### config.mk
export PLATFORM = sky130hd
export DESIGN_NAME = touch_pen_sampling_controller
export DESIGN_NICKNAME = d
export VERILOG_FILES = /design/src/hdl/tpsc_pkg.sv /design/src/hdl/touch_pen_sampling_controller.sv /design/src/hdl/tpsc_in_stage.sv /design/src/hdl/tpsc_out_stage.sv /design/src/hdl/tpsc_core.sv
export VERILOG_INCLUDE_DIRS = /design/src /design/src/hdl
export SDC_FILE = /design/constraint.sdc
export NUM_CORES = 1
export LEC_CHECK = 0
export ABC_AREA = 1
export BUFFER_PORTS_ARGS = -buffer_cell sky130_fd_sc_hd__buf_4
export CORE_MARGIN = 3
export CORE_UTILIZATION = 30
export CTS_CLUSTER_SIZE = 12
export DETAILED_ROUTE_END_ITERATION = 10
export PLACE_DENSITY = 0.54
export SYNTH_ARGS = -nofsm -noshare
export SYNTH_HDL_FRONTEND = slang
export SYNTH_SLANG_ARGS = --single-unit
### constraint.sdc
create_clock -name aclk -period 3.5 [get_ports aclk]
set_clock_uncertainty 0.2 [all_clocks]
set_input_delay 0.35 -clock aclk [delete_from_list [all_inputs] [get_ports aclk]]
set_output_delay 0.35 -clock aclk [all_outputs]
set_load 0.005 [all_outputs]
### src/hdl/touch_pen_sampling_controller_assert.svh
// ----------------------------------------------------------------------------
// Touch pen sampling controller assertion macros
// Concurrent assertion wrappers used by the RTL file that checks itself (tpsc_core).
// ----------------------------------------------------------------------------
`ifndef TOUCH_PEN_SAMPLING_CONTROLLER_ASSERT_SVH
`define TOUCH_PEN_SAMPLING_CONTROLLER_ASSERT_SVH

// Checked only outside reset.
`define TPSC_ASSERT(lbl, clk, rstn, prop, msg) \
    lbl: assert property (@(posedge clk) disable iff (!rstn) prop) else $error(msg);

// Checked on every edge, reset included.
`define TPSC_ASSERT_ALWAYS(lbl, clk, prop, msg) \
    lbl: assert property (@(posedge clk) prop) else $error(msg);

`endif

### src/hdl/tpsc_pkg.sv
// ----------------------------------------------------------------------------
// Touch pen sampling controller package
// Event codes, panel modes and the beat types of both channels.
// ----------------------------------------------------------------------------
package tpsc_pkg;

    localparam int FIELD_BITS = 10;

    typedef enum logic [1:0] {
        CMD_PEN_IRQ   = 2'd0,
        CMD_CONV_DONE = 2'd1,
        CMD_TICK      = 2'd2,
        CMD_READ      = 2'd3
    } cmd_t;

    typedef enum logic [1:0] {
        MODE_WAIT_DOWN = 2'd0,
        MODE_WAIT_UP   = 2'd1,
        MODE_AUTO      = 2'd2
    } mode_t;

    typedef struct packed {
        cmd_t                  command;
        logic                  pen_up;
        logic [FIELD_BITS-1:0] x_sample;
        logic [FIELD_BITS-1:0] y_sample;
    } tpsc_in_t;

    typedef struct packed {
        logic [1:0]            touch_mode;
        logic                  start_conversion;
        logic                  point_valid;
        logic [FIELD_BITS-1:0] point_x;
        logic [FIELD_BITS-1:0] point_y;
        logic                  point_pressed;
    } tpsc_out_t;

    // Handshake between the input register and the result register
    typedef struct packed {
        logic item_valid;
        logic advance;
    } tpsc_flow_t;

endpackage

### src/hdl/touch_pen_sampling_controller.sv
// ----------------------------------------------------------------------------
// Touch pen sampling controller
// Resistive panel sequencer with 2^AVERAGE_SHIFT sample averaging and mailbox.
// ----------------------------------------------------------------------------
// One event beat is taken every clock cycle: each beat passes through an input
// register, a single pass of mode, accumulator and mailbox logic that updates
// the state, and a result register that offers its one result beat on m_valid.
// The single state update path between the two registers sets that rate; a
// stalled result side holds both registers and then s_ready.
module touch_pen_sampling_controller #(
    parameter int AVERAGE_SHIFT = 4,
    parameter int COORD_BITS    = 10
) (
    input  logic                aclk,
    input  logic                aresetn,
    input  logic                s_valid,
    output logic                s_ready,
    input  tpsc_pkg::tpsc_in_t  s_payload,
    output logic                m_valid,
    input  logic                m_ready,
    output tpsc_pkg::tpsc_out_t m_payload
);
    import tpsc_pkg::*;

    tpsc_flow_t flow;
    logic       item_valid;
    tpsc_in_t   item;
    tpsc_out_t  res;

    tpsc_in_stage u_in_stage (
        .aclk       (aclk),
        .aresetn    (aresetn),
        .s_valid    (s_valid),
        .s_ready    (s_ready),
        .s_payload  (s_payload),
        .advance    (flow.advance),
        .item_valid (item_valid),
        .item       (item)
    );

    tpsc_core #(
        .AVERAGE_SHIFT (AVERAGE_SHIFT),
        .COORD_BITS    (COORD_BITS)
    ) u_core (
        .aclk    (aclk),
        .aresetn (aresetn),
        .flow    (flow),
        .item    (item),
        .res     (res)
    );

    tpsc_out_stage u_out_stage (
        .aclk       (aclk),
        .aresetn    (aresetn),
        .item_valid (item_valid),
        .res        (res),
        .flow       (flow),
        .m_valid    (m_valid),
        .m_ready    (m_ready),
        .m_payload  (m_payload)
    );

endmodule

### src/hdl/tpsc_in_stage.sv
// ----------------------------------------------------------------------------
// Touch pen sampling controller input register
// Holds one event beat until the result register can take its result.
// ----------------------------------------------------------------------------
module tpsc_in_stage (
    input  logic              aclk,
    input  logic              aresetn,
    input  logic              s_valid,
    output logic              s_ready,
    input  tpsc_pkg::tpsc_in_t s_payload,
    input  logic              advance,
    output logic              item_valid,
    output tpsc_pkg::tpsc_in_t item
);
    import tpsc_pkg::*;

    logic     in_valid_reg;
    logic     in_valid_next;
    tpsc_in_t in_data_reg;

    assign s_ready    = !in_valid_reg || advance;
    assign item_valid = in_valid_reg;
    assign item       = in_data_reg;

    always_comb begin
        in_valid_next = in_valid_reg;
        if (s_ready) begin
            in_valid_next = s_valid;
        end
    end

    always_ff @(posedge aclk) begin
        if (!aresetn) begin
            in_valid_reg <= 1'b0;
        end else begin
            in_valid_reg <= in_valid_next;
        end
    end

    always_ff @(posedge aclk) begin
        if (s_valid && s_ready) begin
            in_data_reg <= s_payload;
        end
    end

endmodule

### src/hdl/tpsc_out_stage.sv
// ----------------------------------------------------------------------------
// Touch pen sampling controller result register
// Takes a result whenever it is empty or its beat leaves this cycle.
// ----------------------------------------------------------------------------
module tpsc_out_stage (
    input  logic                aclk,
    input  logic                aresetn,
    input  logic                item_valid,
    input  tpsc_pkg::tpsc_out_t res,
    output tpsc_pkg::tpsc_flow_t flow,
    output logic                m_valid,
    input  logic                m_ready,
    output tpsc_pkg::tpsc_out_t m_payload
);
    import tpsc_pkg::*;

    logic      m_valid_reg;
    logic      m_valid_next;
    tpsc_out_t m_data_reg;
    logic      advance;

    assign advance         = item_valid && (!m_valid_reg || m_ready);
    assign flow.item_valid = item_valid;
    assign flow.advance    = advance;
    assign m_valid         = m_valid_reg;
    assign m_payload       = m_data_reg;

    always_comb begin
        m_valid_next = m_valid_reg;
        if (advance) begin
            m_valid_next = 1'b1;
        end else if (m_ready) begin
            m_valid_next = 1'b0;
        end
    end

    always_ff @(posedge aclk) begin
        if (!aresetn) begin
            m_valid_reg <= 1'b0;
        end else begin
            m_valid_reg <= m_valid_next;
        end
    end

    always_ff @(posedge aclk) begin
        if (advance) begin
            m_data_reg <= res;
        end
    end

endmodule

### src/hdl/tpsc_core.sv
// ----------------------------------------------------------------------------
// Touch pen sampling controller core
// Panel mode state machine, sample accumulators and one-entry point mailbox.
// ----------------------------------------------------------------------------
`include "touch_pen_sampling_controller_assert.svh"

module tpsc_core #(
    parameter int AVERAGE_SHIFT = 4,
    parameter int COORD_BITS    = 10
) (
    input  logic                 aclk,
    input  logic                 aresetn,
    input  tpsc_pkg::tpsc_flow_t flow,
    input  tpsc_pkg::tpsc_in_t   item,
    output tpsc_pkg::tpsc_out_t  res
);
    import tpsc_pkg::*;

    localparam int SUM_W     = COORD_BITS + AVERAGE_SHIFT;
    localparam int CNT_W     = (AVERAGE_SHIFT > 0) ? AVERAGE_SHIFT : 1;
    localparam int LOW_W     = (COORD_BITS < FIELD_BITS) ? COORD_BITS : FIELD_BITS;
    localparam int BLOCK_LEN = 1 << AVERAGE_SHIFT;
    localparam logic [CNT_W-1:0] LAST_CNT = CNT_W'(BLOCK_LEN - 1);

    mode_t                 mode_reg, mode_next;
    logic                  track_reg, track_next;
    logic [CNT_W-1:0]      cnt_reg, cnt_next;
    logic [SUM_W-1:0]      x_sum_reg, x_sum_next;
    logic [SUM_W-1:0]      y_sum_reg, y_sum_next;
    logic                  held_valid_reg, held_valid_next;
    logic [FIELD_BITS-1:0] held_x_reg, held_y_reg;
    logic                  held_pressed_reg;

    logic                  fire;
    logic                  last;
    logic [COORD_BITS-1:0] x_m, y_m;
    logic [SUM_W-1:0]      x_sum_add, y_sum_add;
    logic [COORD_BITS-1:0] x_avg, y_avg;
    logic                  post;
    logic                  post_pressed;
    logic [FIELD_BITS-1:0] post_x, post_y;
    logic                  start;
    logic                  read_hit;

    assign fire = flow.advance;
    assign last = (cnt_reg == LAST_CNT);

    // Samples masked to the coordinate width
    always_comb begin
        x_m = '0;
        y_m = '0;
        x_m[LOW_W-1:0] = item.x_sample[LOW_W-1:0];
        y_m[LOW_W-1:0] = item.y_sample[LOW_W-1:0];
    end

    assign x_sum_add = x_sum_reg + SUM_W'(x_m);
    assign y_sum_add = y_sum_reg + SUM_W'(y_m);
    assign x_avg     = x_sum_add[SUM_W-1:AVERAGE_SHIFT];
    assign y_avg     = y_sum_add[SUM_W-1:AVERAGE_SHIFT];

    // Next panel mode
    always_comb begin
        mode_next = mode_reg;
        unique case (item.command)
            CMD_PEN_IRQ: begin
                mode_next = item.pen_up ? MODE_WAIT_DOWN : MODE_AUTO;
            end
            CMD_CONV_DONE: begin
                if (item.pen_up) begin
                    mode_next = MODE_WAIT_DOWN;
                end else if (last) begin
                    mode_next = MODE_WAIT_UP;
                end else begin
                    mode_next = MODE_AUTO;
                end
            end
            CMD_TICK: begin
                if (track_reg && mode_reg != MODE_AUTO) begin
                    mode_next = item.pen_up ? MODE_WAIT_DOWN : MODE_AUTO;
                end
            end
            CMD_READ: begin
                mode_next = mode_reg;
            end
            default: begin
                mode_next = mode_reg;
            end
        endcase
    end

    // Outputs and datapath of one step
    always_comb begin
        start        = 1'b0;
        post         = 1'b0;
        post_pressed = 1'b0;
        post_x       = '0;
        post_y       = '0;
        read_hit     = 1'b0;
        track_next   = track_reg;
        cnt_next     = cnt_reg;
        x_sum_next   = x_sum_reg;
        y_sum_next   = y_sum_reg;
        unique case (item.command)
            CMD_PEN_IRQ: begin
                start = !item.pen_up;
                post  = item.pen_up;
            end
            CMD_CONV_DONE: begin
                if (item.pen_up) begin
                    cnt_next   = '0;
                    x_sum_next = '0;
                    y_sum_next = '0;
                    track_next = 1'b0;
                    post       = 1'b1;
                end else if (last) begin
                    cnt_next     = '0;
                    x_sum_next   = '0;
                    y_sum_next   = '0;
                    track_next   = 1'b1;
                    post         = 1'b1;
                    post_pressed = 1'b1;
                    post_x[LOW_W-1:0] = x_avg[LOW_W-1:0];
                    post_y[LOW_W-1:0] = y_avg[LOW_W-1:0];
                end else begin
                    cnt_next   = cnt_reg + CNT_W'(1);
                    x_sum_next = x_sum_add;
                    y_sum_next = y_sum_add;
                    start      = 1'b1;
                end
            end
            CMD_TICK: begin
                if (track_reg && mode_reg != MODE_AUTO) begin
                    if (item.pen_up) begin
                        track_next = 1'b0;
                        post       = 1'b1;
                    end else begin
                        start = 1'b1;
                    end
                end
            end
            CMD_READ: begin
                read_hit = held_valid_reg;
            end
            default: begin
                read_hit = 1'b0;
            end
        endcase
    end

    // Mailbox: a post while full is dropped, a read empties it
    always_comb begin
        held_valid_next = held_valid_reg;
        if (read_hit) begin
            held_valid_next = 1'b0;
        end else if (post) begin
            held_valid_next = 1'b1;
        end
    end

    always_comb begin
        res.touch_mode       = mode_next;
        res.start_conversion = start;
        res.point_valid      = read_hit;
        res.point_x          = read_hit ? held_x_reg : '0;
        res.point_y          = read_hit ? held_y_reg : '0;
        res.point_pressed    = read_hit && held_pressed_reg;
    end

    always_ff @(posedge aclk) begin
        if (!aresetn) begin
            mode_reg       <= MODE_WAIT_DOWN;
            track_reg      <= 1'b0;
            cnt_reg        <= '0;
            x_sum_reg      <= '0;
            y_sum_reg      <= '0;
            held_valid_reg <= 1'b0;
        end else if (fire) begin
            mode_reg       <= mode_next;
            track_reg      <= track_next;
            cnt_reg        <= cnt_next;
            x_sum_reg      <= x_sum_next;
            y_sum_reg      <= y_sum_next;
            held_valid_reg <= held_valid_next;
        end
    end

    always_ff @(posedge aclk) begin
        if (fire && post && !held_valid_reg) begin
            held_x_reg       <= post_x;
            held_y_reg       <= post_y;
            held_pressed_reg <= post_pressed;
        end
    end

    `TPSC_ASSERT(a_start_in_auto, aclk, aresetn, fire && start |=> mode_reg == MODE_AUTO, "conversion started outside auto mode")
    `TPSC_ASSERT(a_point_on_read, aclk, aresetn, fire && read_hit |-> item.command == CMD_READ, "point returned on a non-read beat")
    `TPSC_ASSERT(a_read_empties, aclk, aresetn, fire && item.command == CMD_READ |=> !held_valid_reg, "mailbox still full after read")
    `TPSC_ASSERT(a_release_clears, aclk, aresetn, fire && item.command == CMD_CONV_DONE && item.pen_up |=> cnt_reg == '0 && x_sum_reg == '0 && !track_reg, "release left sums or tracking set")
    `TPSC_ASSERT_ALWAYS(a_fire_needs_item, aclk, fire |-> flow.item_valid, "state advanced without a held beat")

endmodule
Word-level counts from Yosys, hierarchy flattened
Index checks and enable logic that the tools add are counted.

storage, ports and cells
  word-level logic and storage cells = 86
  register bits = 107
  output and inout bits = 27
  input bits = 27

operators by class
  multiplexer cells = 31
  add/sub/neg operators = 3
  reductions and logical operators = 21
  equality and inequality tests = 8
  bitwise operators = 2

operators by type and width
  cell                                                  number
  two-way mux 14 bit                                    4
  adder 14 x 10 -> 14 bit                               2
  two-way mux 1 bit                                     17
  two-way mux 2 bit                                     4
  two-way mux 4 bit                                     2
  case mux 2 bit (4 select lines)                       1
  logical AND 1 bit                                     6
  case mux 1 bit (3 select lines)                       2
  nonzero test 2 bit                                    3
  AND reduction 5 bit                                   1
  adder 4 x 1 -> 4 bit (second input constant)          1
  equality test 2 bit (second input constant)           2
  equality test 4 bit (second input constant)           1
  zero test 1 bit                                       4
  != test 2 bit (second input constant)                 2
  AND reduction 2 bit                                   2
  != test 3 x 2 -> 1 bit (second input constant)        1
  OR reduction 3 bit                                    1
  equality test 2 x 1 -> 1 bit (second input constant)  1
  zero test 2 bit                                       1
  logical OR 1 bit                                      2
  != test 2 x 1 -> 1 bit (second input constant)        1
  inverter 1 bit                                        2
  case mux 1 bit (2 select lines)                       1
  OR reduction 2 bit                                    1

Longest topological paths before layout
Gate-level depths: netlist of run 1.

  depth in word-level cells = 6
  mapped depth = 10
  depth with buffers taken out = 10

Modules after synthesis
A second synthesis of run 1 with hierarchy kept.

second synthesis, totals
  cells, all modules = 630
  area total of the unflattened synthesis = 5,436.5 µm²

by module, submodules not included
  module          times used  seq. area each (µm²)  cells an instance  area an instance (µm²)
  tpsc_core       1           1,351.3               566                3,877.5
  tpsc_out_stage  1           770.7                 34                 817.0
  tpsc_in_stage   1           710.7                 30                 742.0

Worst setup path after synthesis of run 1
Ideal clock, no wire load.

  kind = input to register
  from = input m_ready
  to = register u_core.held_pressed_reg (enable)
  stages on the path = 6
  data required time = 2.903 ns
  arrival time = 2.036 ns
  setup time = 0.397 ns
  path slack = 0.866 ns
  cells stage by stage = inv_1 nand2_1 nand2_4 inv_2 nand4_1 nor3b_2

between the ends
  cells in the longest elaborated chain, start to end = 4

ends and longest elaborated chain
  what                            line                                 RTL
  from (decl)                     touch_pen_sampling_controller.sv:20  input logic m_ready,
  logical OR 1 bit                tpsc_out_stage.sv:22                 assign advance = item_valid && (!m_valid_reg || m_ready);
  logical AND 1 bit               tpsc_out_stage.sv:22
  named net u_in_stage.advance    tpsc_in_stage.sv:11                  input logic advance,
  logical AND 1 bit (2 in a row)  tpsc_core.sv:188                     if (fire && post && !held_valid_reg) begin
  to (signal assigned)            tpsc_core.sv:191                     held_pressed_reg <= post_pressed;
  to (decl)                       tpsc_core.sv:32                      logic held_pressed_reg;

The timed path passes the listed nets, and every way through them passes these cells.
A chain may end at the register's enable or synchronous reset.

Worst setup path in the final report of run 1
  from = register u_in_stage.in_data_reg, in the netlist u_in_stage.item[10]
  to = register u_core.held_x_reg[4] (data pin)

between the ends
  cells in the longest elaborated chain, start to end = 1

ends and longest elaborated chain
  what                     line                 RTL
  from (decl)              tpsc_in_stage.sv:19  tpsc_in_t in_data_reg;
  from (signal assigned)   tpsc_in_stage.sv:42  in_data_reg <= s_payload;
  adder 14 x 10 -> 14 bit  tpsc_core.sv:56      assign x_sum_add = x_sum_reg + SUM_W'(x_m);
  to (signal assigned)     tpsc_core.sv:189     held_x_reg <= post_x;
  to (decl)                tpsc_core.sv:31      logic [FIELD_BITS-1:0] held_x_reg, held_y_reg;

Every way passes these cells.

==> results of run 1 <==
cell families after synthesis:
family / count (synthesis) / synth area share
adders and majority gates: 23 / 0.0566
buffers and inverters: 117 / 0.0891
and+or+nand+nor: 314 / 0.249
xor gates and xnor gates: 15 / 0.0246
AOI/OAI and AO/OA: 50 / 0.0515
DFF: 107 / 0.530
cells in the mapped netlist, drive strengths merged:
cell    number
nand2      181
inv        103
nor2        79
edfxtp      69
nand3       42
a21oi       38
dfxtp       38
ha          21
xor2        14
buf          9
nand4        7
o21ai        6
clkbuf       4
a21boi       2
a21o         2
fa           2
nand3b       2
nor3         2
a211oi       1
a32oi        1
clkinv       1
nor3b        1
xnor2        1
per-layer routing:
layer | wire length, µm | vias to the layer above | share of wire
li1 | - | 2150 | -
met4 | 203 | 0 | 0.019
met2 | 4410 | 76 | 0.40
met1 | 5830 | 1756 | 0.53
met3 | 476 | 12 | 0.044
met5 | 0 | - | 0
power groups by stage:
stage / sequential [mW] / clock (mW) / combinational [mW]
4_1_cts: 1.39 / 0.945 / 0.202
3_3_place_gp: 1.42 / 0 / 0.183
6_report: 1.39 / 0.910 / 0.198
3_5_place_dp: 1.42 / 0 / 0.182
2_1_floorplan: 1.42 / 0 / 0.106
5_1_grt: 1.40 / 0.996 / 0.225
metrics by stage:
step                      setup WS (ns)  total power [mW]
after global placement             1.35              1.60
after CTS                          1.32              2.54
after global routing               1.18              2.62
final                              1.33              2.50
after detailed placement           1.33              1.60
after floorplan                   0.866              1.52
worst max path at each step:
stage,end,depth (start not counted)
6_report,u_core.held_x_reg[4]$_SDFFCE_PP0P_,9
4_1_cts,u_core.held_x_reg[4]$_SDFFCE_PP0P_,9
2_1_floorplan,u_core.held_pressed_reg$_SDFFCE_PP0P_,6
3_5_place_dp,u_core.held_x_reg[4]$_SDFFCE_PP0P_,9
5_1_grt,u_core.mode_reg[0]$_SDFFE_PN0P_,7
3_3_place_gp,u_core.held_x_reg[2]$_SDFFCE_PP0P_,9
repair_timing:
| item | CTS | global route |
|---|---|---|
| setup buffers | 0 | 0 |
| hold buffers | 23 | 0 |
| hold endpoints to repair | 23 | 0 |
worst max-delay path: stages, from the launching register on:
cell,delay (ns)
edfxtp_1,0.37
ha_1,0.25
fa_1,0.46
nand3_1,0.12
nand3_2,0.11
nand2_1,0.08
nand2_1,0.06
xor2_1,0.15
inv_1,0.06
nor2_1,0.03
layout make-up:
cell class,instances,area [µm²]
Sequential cell,107,2830
Clock buffer,10,229
Fill cell,1781,10900
Timing Repair Buffer,79,651
Clock inverter,5,21.3
Tap cell,225,282
Inverter,104,395
Multi-Input combinational cell,402,2040
==> metrics.yaml, run 1 <==
status: "finished clean"
die_x_um: 140
holdWs_ns: 0.0703
grt_pass1_wl_mm: 18.5
final_nets: 753
crit_path_end_kind: "flip-flop"
avgSynthCellArea_um2: 8.54
num_antenna_cells: 0
htreeDepth: 3
max_cap_viol_count: 0
drc_errors: 0
final_area_mm2: 0.00645
dp.cells: 894
routed_wl_mm: 10.9
use_met3: 0.0216
timing.final.crit_period_ns: 2.17
worst_slew_pin_slew_ns: 0.988
swShare: 0.226
drive_gt1_frac: 0.123
timing.fmax_ghz: 0.461
drtIter0Drc: 188
worstPathArrival_ns: 2.04
cp.required_ns: 3.37
grt_max_degree: 38
num_rows: 48
finalSetupTns_ns: 0
gr-total-overflow: 0
synthCells: 626
hold_path_depth: 3
synthTopCellsByArea: "edfxtp_1 39%, dfxtp_1 14%, nand2_1 13%, inv_1 6.9%, nor2_1 5.3%"
dr.pass1.iters: 6
finalNonFillerCells: 932
reg2reg_depth: 9
final_antenna_net_count: 0
clock-root-buffer: "clkbuf_16"
p_int_mw: 1.94
critPathLaunch: "u_in_stage.item[10]$_DFFE_PP_"
synth.largest_area_cell: "edfxtp_1"
die_h_um: 140
hold_violations: 0
cts_resized: 0
met2_usage: 0.171
yosysSeqAreaShare: 0.530
numCtsBuffers: 9
cts_buffer_depth: 2
largest_register_ffs: 25
core_region_area_mm2: 0.0174
seqPwrFrac: 0.557
synth_top_area_frac: 0.387
hold_path.class: "in2reg"
critPathMaxFanout: 4
r2r_setup_slack_ns: 1.33
busiest_layer: "met2"
drv_slew: 0
clk_latency_ns: 0.35
synthToLayoutAreaGrowth_pct: 20.6
timing.final.crit_share: 0.620
ys_seq_elements: 107
most-common-layout-cells: "179 x nand2_1, 98 x inv_1, 76 x nor2_1"
final_common_cell: "nand2_1"
die-area_mm2: 0.0195
slew_headroom: 0.341
cts_sinks: 107
p_per_area_mw_per_mm2: 388
rr_startpoint: "u_in_stage.item[10]$_DFFE_PP_"
met1_usage: 0.170
critPathLaunchType: "flip-flop"
boundaryPins: 54
vias_per_cell: 4.29
peakVddDrop_mv: 0.222
gr-usage-all-layers: 0.116
io_buffers: 53
p_comb_frac: 0.079
path_clk_slew_ns: 0.06
routabilityCongestion: 0.849
pwr-share-clk: 0.364
grt_antenna_before_repair: 0
timing.rr.end: "u_core.held_x_reg[4]$_SDFFCE_PP0P_"
p_leak_nw: 2.78
min-delay-start: "aresetn"
setup_viol: 0
vias: 3994
dp_hpwl_mm: 7.87
p_sw_mw: 0.565
synth.distinct_cells: 32
utilization: 0.372
start_util: 0.308
placed_area_mm2: 0.00597
wl_per_cell_um: 11.7
criticalPathCategory: "reg2reg"
grt_pass1_vias: 3881
synth_nets: 676
synth_area_mm2: 0.00535
cts_tree: "yes"
rsz0062_at_grt: "false"
hold_path_end: "u_core.cnt_reg[2]$_SDFFE_PN0P_"
yosysWarningCount: 0
Power figures use the tool's default switching activity.
==> run 2: changes to the inputs <==
--- a/config.mk
+++ b/config.mk
@@ -12,7 +12,7 @@
 export CORE_UTILIZATION = 30
 export CTS_CLUSTER_SIZE = 12
 export DETAILED_ROUTE_END_ITERATION = 10
-export PLACE_DENSITY = 0.54
+export PLACE_DENSITY = 0.56
 export SYNTH_ARGS = -nofsm -noshare
 export SYNTH_HDL_FRONTEND = slang
 export SYNTH_SLANG_ARGS = --single-unit
==> constraint.sdc (replaced) <==
create_clock -name aclk -period 1.9 [get_ports aclk]
set_clock_uncertainty 0.2 [all_clocks]
set_input_delay 0.19 -clock aclk [delete_from_list [all_inputs] [get_ports aclk]]
set_output_delay 0.19 -clock aclk [all_outputs]
set_load 0.005 [all_outputs]
==> metrics.yaml, run 2 (synthesized netlist as in run 1, its figures left out) <==
gr-usage-all-layers: 0.119
routed_wl_mm: 12.0
multi_input_area_mm2: 0.00263
start_util: 0.308
wl_per_cell_um: 12.4
power_mw: 4.95
fillers: 1654
timing.final.crit_period_ns: 1.99
cts_buffer_depth: 2
most-common-layout-cells: "146 x nand2_1, 94 x inv_1, 83 x buf_4"
drc_errors: 0
die_h_um: 140
status: "complete, but fails checks"
slew_headroom: 0.750
grt_pass1_wl_mm: 18.8
seqCellArea_mm2: 0.00283
final_common_cell: "nand2_1"
clock-root-buffer: "clkbuf_16"
timing.fmax_ghz: 0.502
die-area_mm2: 0.0195
critPathMaxFanout: 2
vias_per_cell: 4.31
cts_tree: "yes"
hold_path.class: "in2reg"
crit_slowest_cell: "edfxtp_1"
peakVddDrop_mv: 0.421
final_nets: 793
die_x_um: 140
num_antenna_cells: 0
drv_slew: 0
path_cells: "ha_2 -> fa_2 -> buf_4 -> buf_6 -> nand3_2 -> nand4_1 -> nand2_1 -> nor2_1"
rsz0062_at_grt: "true"
synthToLayoutAreaGrowth_pct: 39.8
max_cap_viol_count: 0
cpLargestDelayFamily: "adder cells"
cp_num_buf_inv: 2
drive_gt1_frac: 0.313
drtIter0Drc: 192
finalSetupTns_ns: -1.27
max_stage_delay_ns: 0.37
final_antenna_net_count: 0
vias: 4196
routabilityCongestion: 0.858
clk_latency_ns: 0.35
grt_pass1_vias: 3831
cp.required_ns: 1.80
crit_path_end_kind: "flip-flop"
gr-total-overflow: 0
worst_slew_pin_slew_ns: 0.376
dp_hpwl_mm: 7.96
worst_slack_ns: -0.0916
critPathLaunchType: "flip-flop"
grt_antenna_before_repair: 0
criticalPathCategory: "reg2reg"
path_clk_slew_ns: 0.07
timing.final.crit_share: 1.05
setup_viol: 28
cts_sinks: 107
num_rows: 48
core_region_area_mm2: 0.0174
io_buffers: 53
dr.pass1.iters: 4
p_leak_nw: 3.10
worstPathArrival_ns: 1.89
boundaryPins: 54
largest_register_ffs: 25
violations: "setup timing"
p_per_area_mw_per_mm2: 661
grt_max_degree: 32
htreeDepth: 3
hold_violations: 0
numCtsBuffers: 9
[run 2: cell types whose count changed in the layout (fill, tap and decap cells not counted), moves of 16 or more]
cell     previous run  this run
nand2_1           179       146
nand2_2             1        32
buf_4              56        83
ha_1               21         1
ha_4                0        18
nand3_1            36        20
[run 2: path summary, 6_finish.rpt]
path / start / end / slack [ns] / depth (start not counted)
worst max-delay path: u_in_stage.item[0]$_DFFE_PP_ / u_core.held_y_reg[6]$_SDFFCE_PP0P_ / -0.09 / 8
worst min-delay path: m_ready / u_out_stage.m_valid$_SDFFE_PN0P_ / 0.16 / 5
worst max register to register: u_in_stage.item[0]$_DFFE_PP_ / u_core.held_y_reg[6]$_SDFFCE_PP0P_ / -0.09 / 8
worst min register to register: u_core.track_reg$_SDFFE_PN0P_ / u_core.track_reg$_SDFFE_PN0P_ / 0.26 / 2
[run 2: timing repair]
action | 4_1_cts | 5_1_grt
hold buffers | 27 | 0
gates cloned | 0 | 2
gates resized for setup | 16 | 109
pin swaps | 10 | 53
hold endpoints to repair | 26 | 0
setup buffers | 0 | 12
setup endpoints to repair | 26 | 70
[run 2: report_power, final]
part	internal (mW)	total (mW)	leakage [nW]	switching, mW
combinational	0.247	0.491	1.95	0.244
clock	1.03	1.88	0.147	0.849
sequential	2.54	2.58	1.00	0.0425
[run 2: layer usage]
| layer | vias to the layer above | global-route usage | part of all wire |
|---|---|---|---|
| met2 | 71 | 0.178 | 0.45 |
| met3 | 14 | 0.0265 | 0.032 |
| li1 | 2228 | - | - |
| met4 | 0 | 0.0448 | 0.023 |
| met5 | - | 0 | 0 |
| met1 | 1883 | 0.168 | 0.50 |
[run 2: metrics by stage]
step | worst slack (ns) | cell area (µm²) | hold WS [ns] | instances | utilization
3_3_place_gp | -0.0500 | 6190 | 0.168 | 916 | 0.357
4_1_cts | -0.0438 | 6890 | 0.135 | 959 | 0.397
3_5_place_dp | -0.0847 | 6190 | 0.169 | 916 | 0.357
6_report | -0.0916 | 7480 | 0.156 | 973 | 0.431
5_1_grt | -0.193 | 7480 | 0.176 | 973 | 0.431
2_1_floorplan | -0.155 | 5380 | 0.0889 | 626 | -
[run 2: cell type report]
type / instances / share of cell area
clock buffer: 10 / 0.0306
clock inverter: 6 / 0.00887
inverter: 104 / 0.0552
multi-input combinational: 402 / 0.352
sequential: 107 / 0.379
tap: 225 / 0.0376
timing repair buffer: 119 / 0.137
[run 2: worst min-delay path, stage by stage]
cell     delay (ns)
buf_4          0.07
inv_1          0.04
nand2_2        0.09
nand2_4        0.13
a21oi_1        0.14
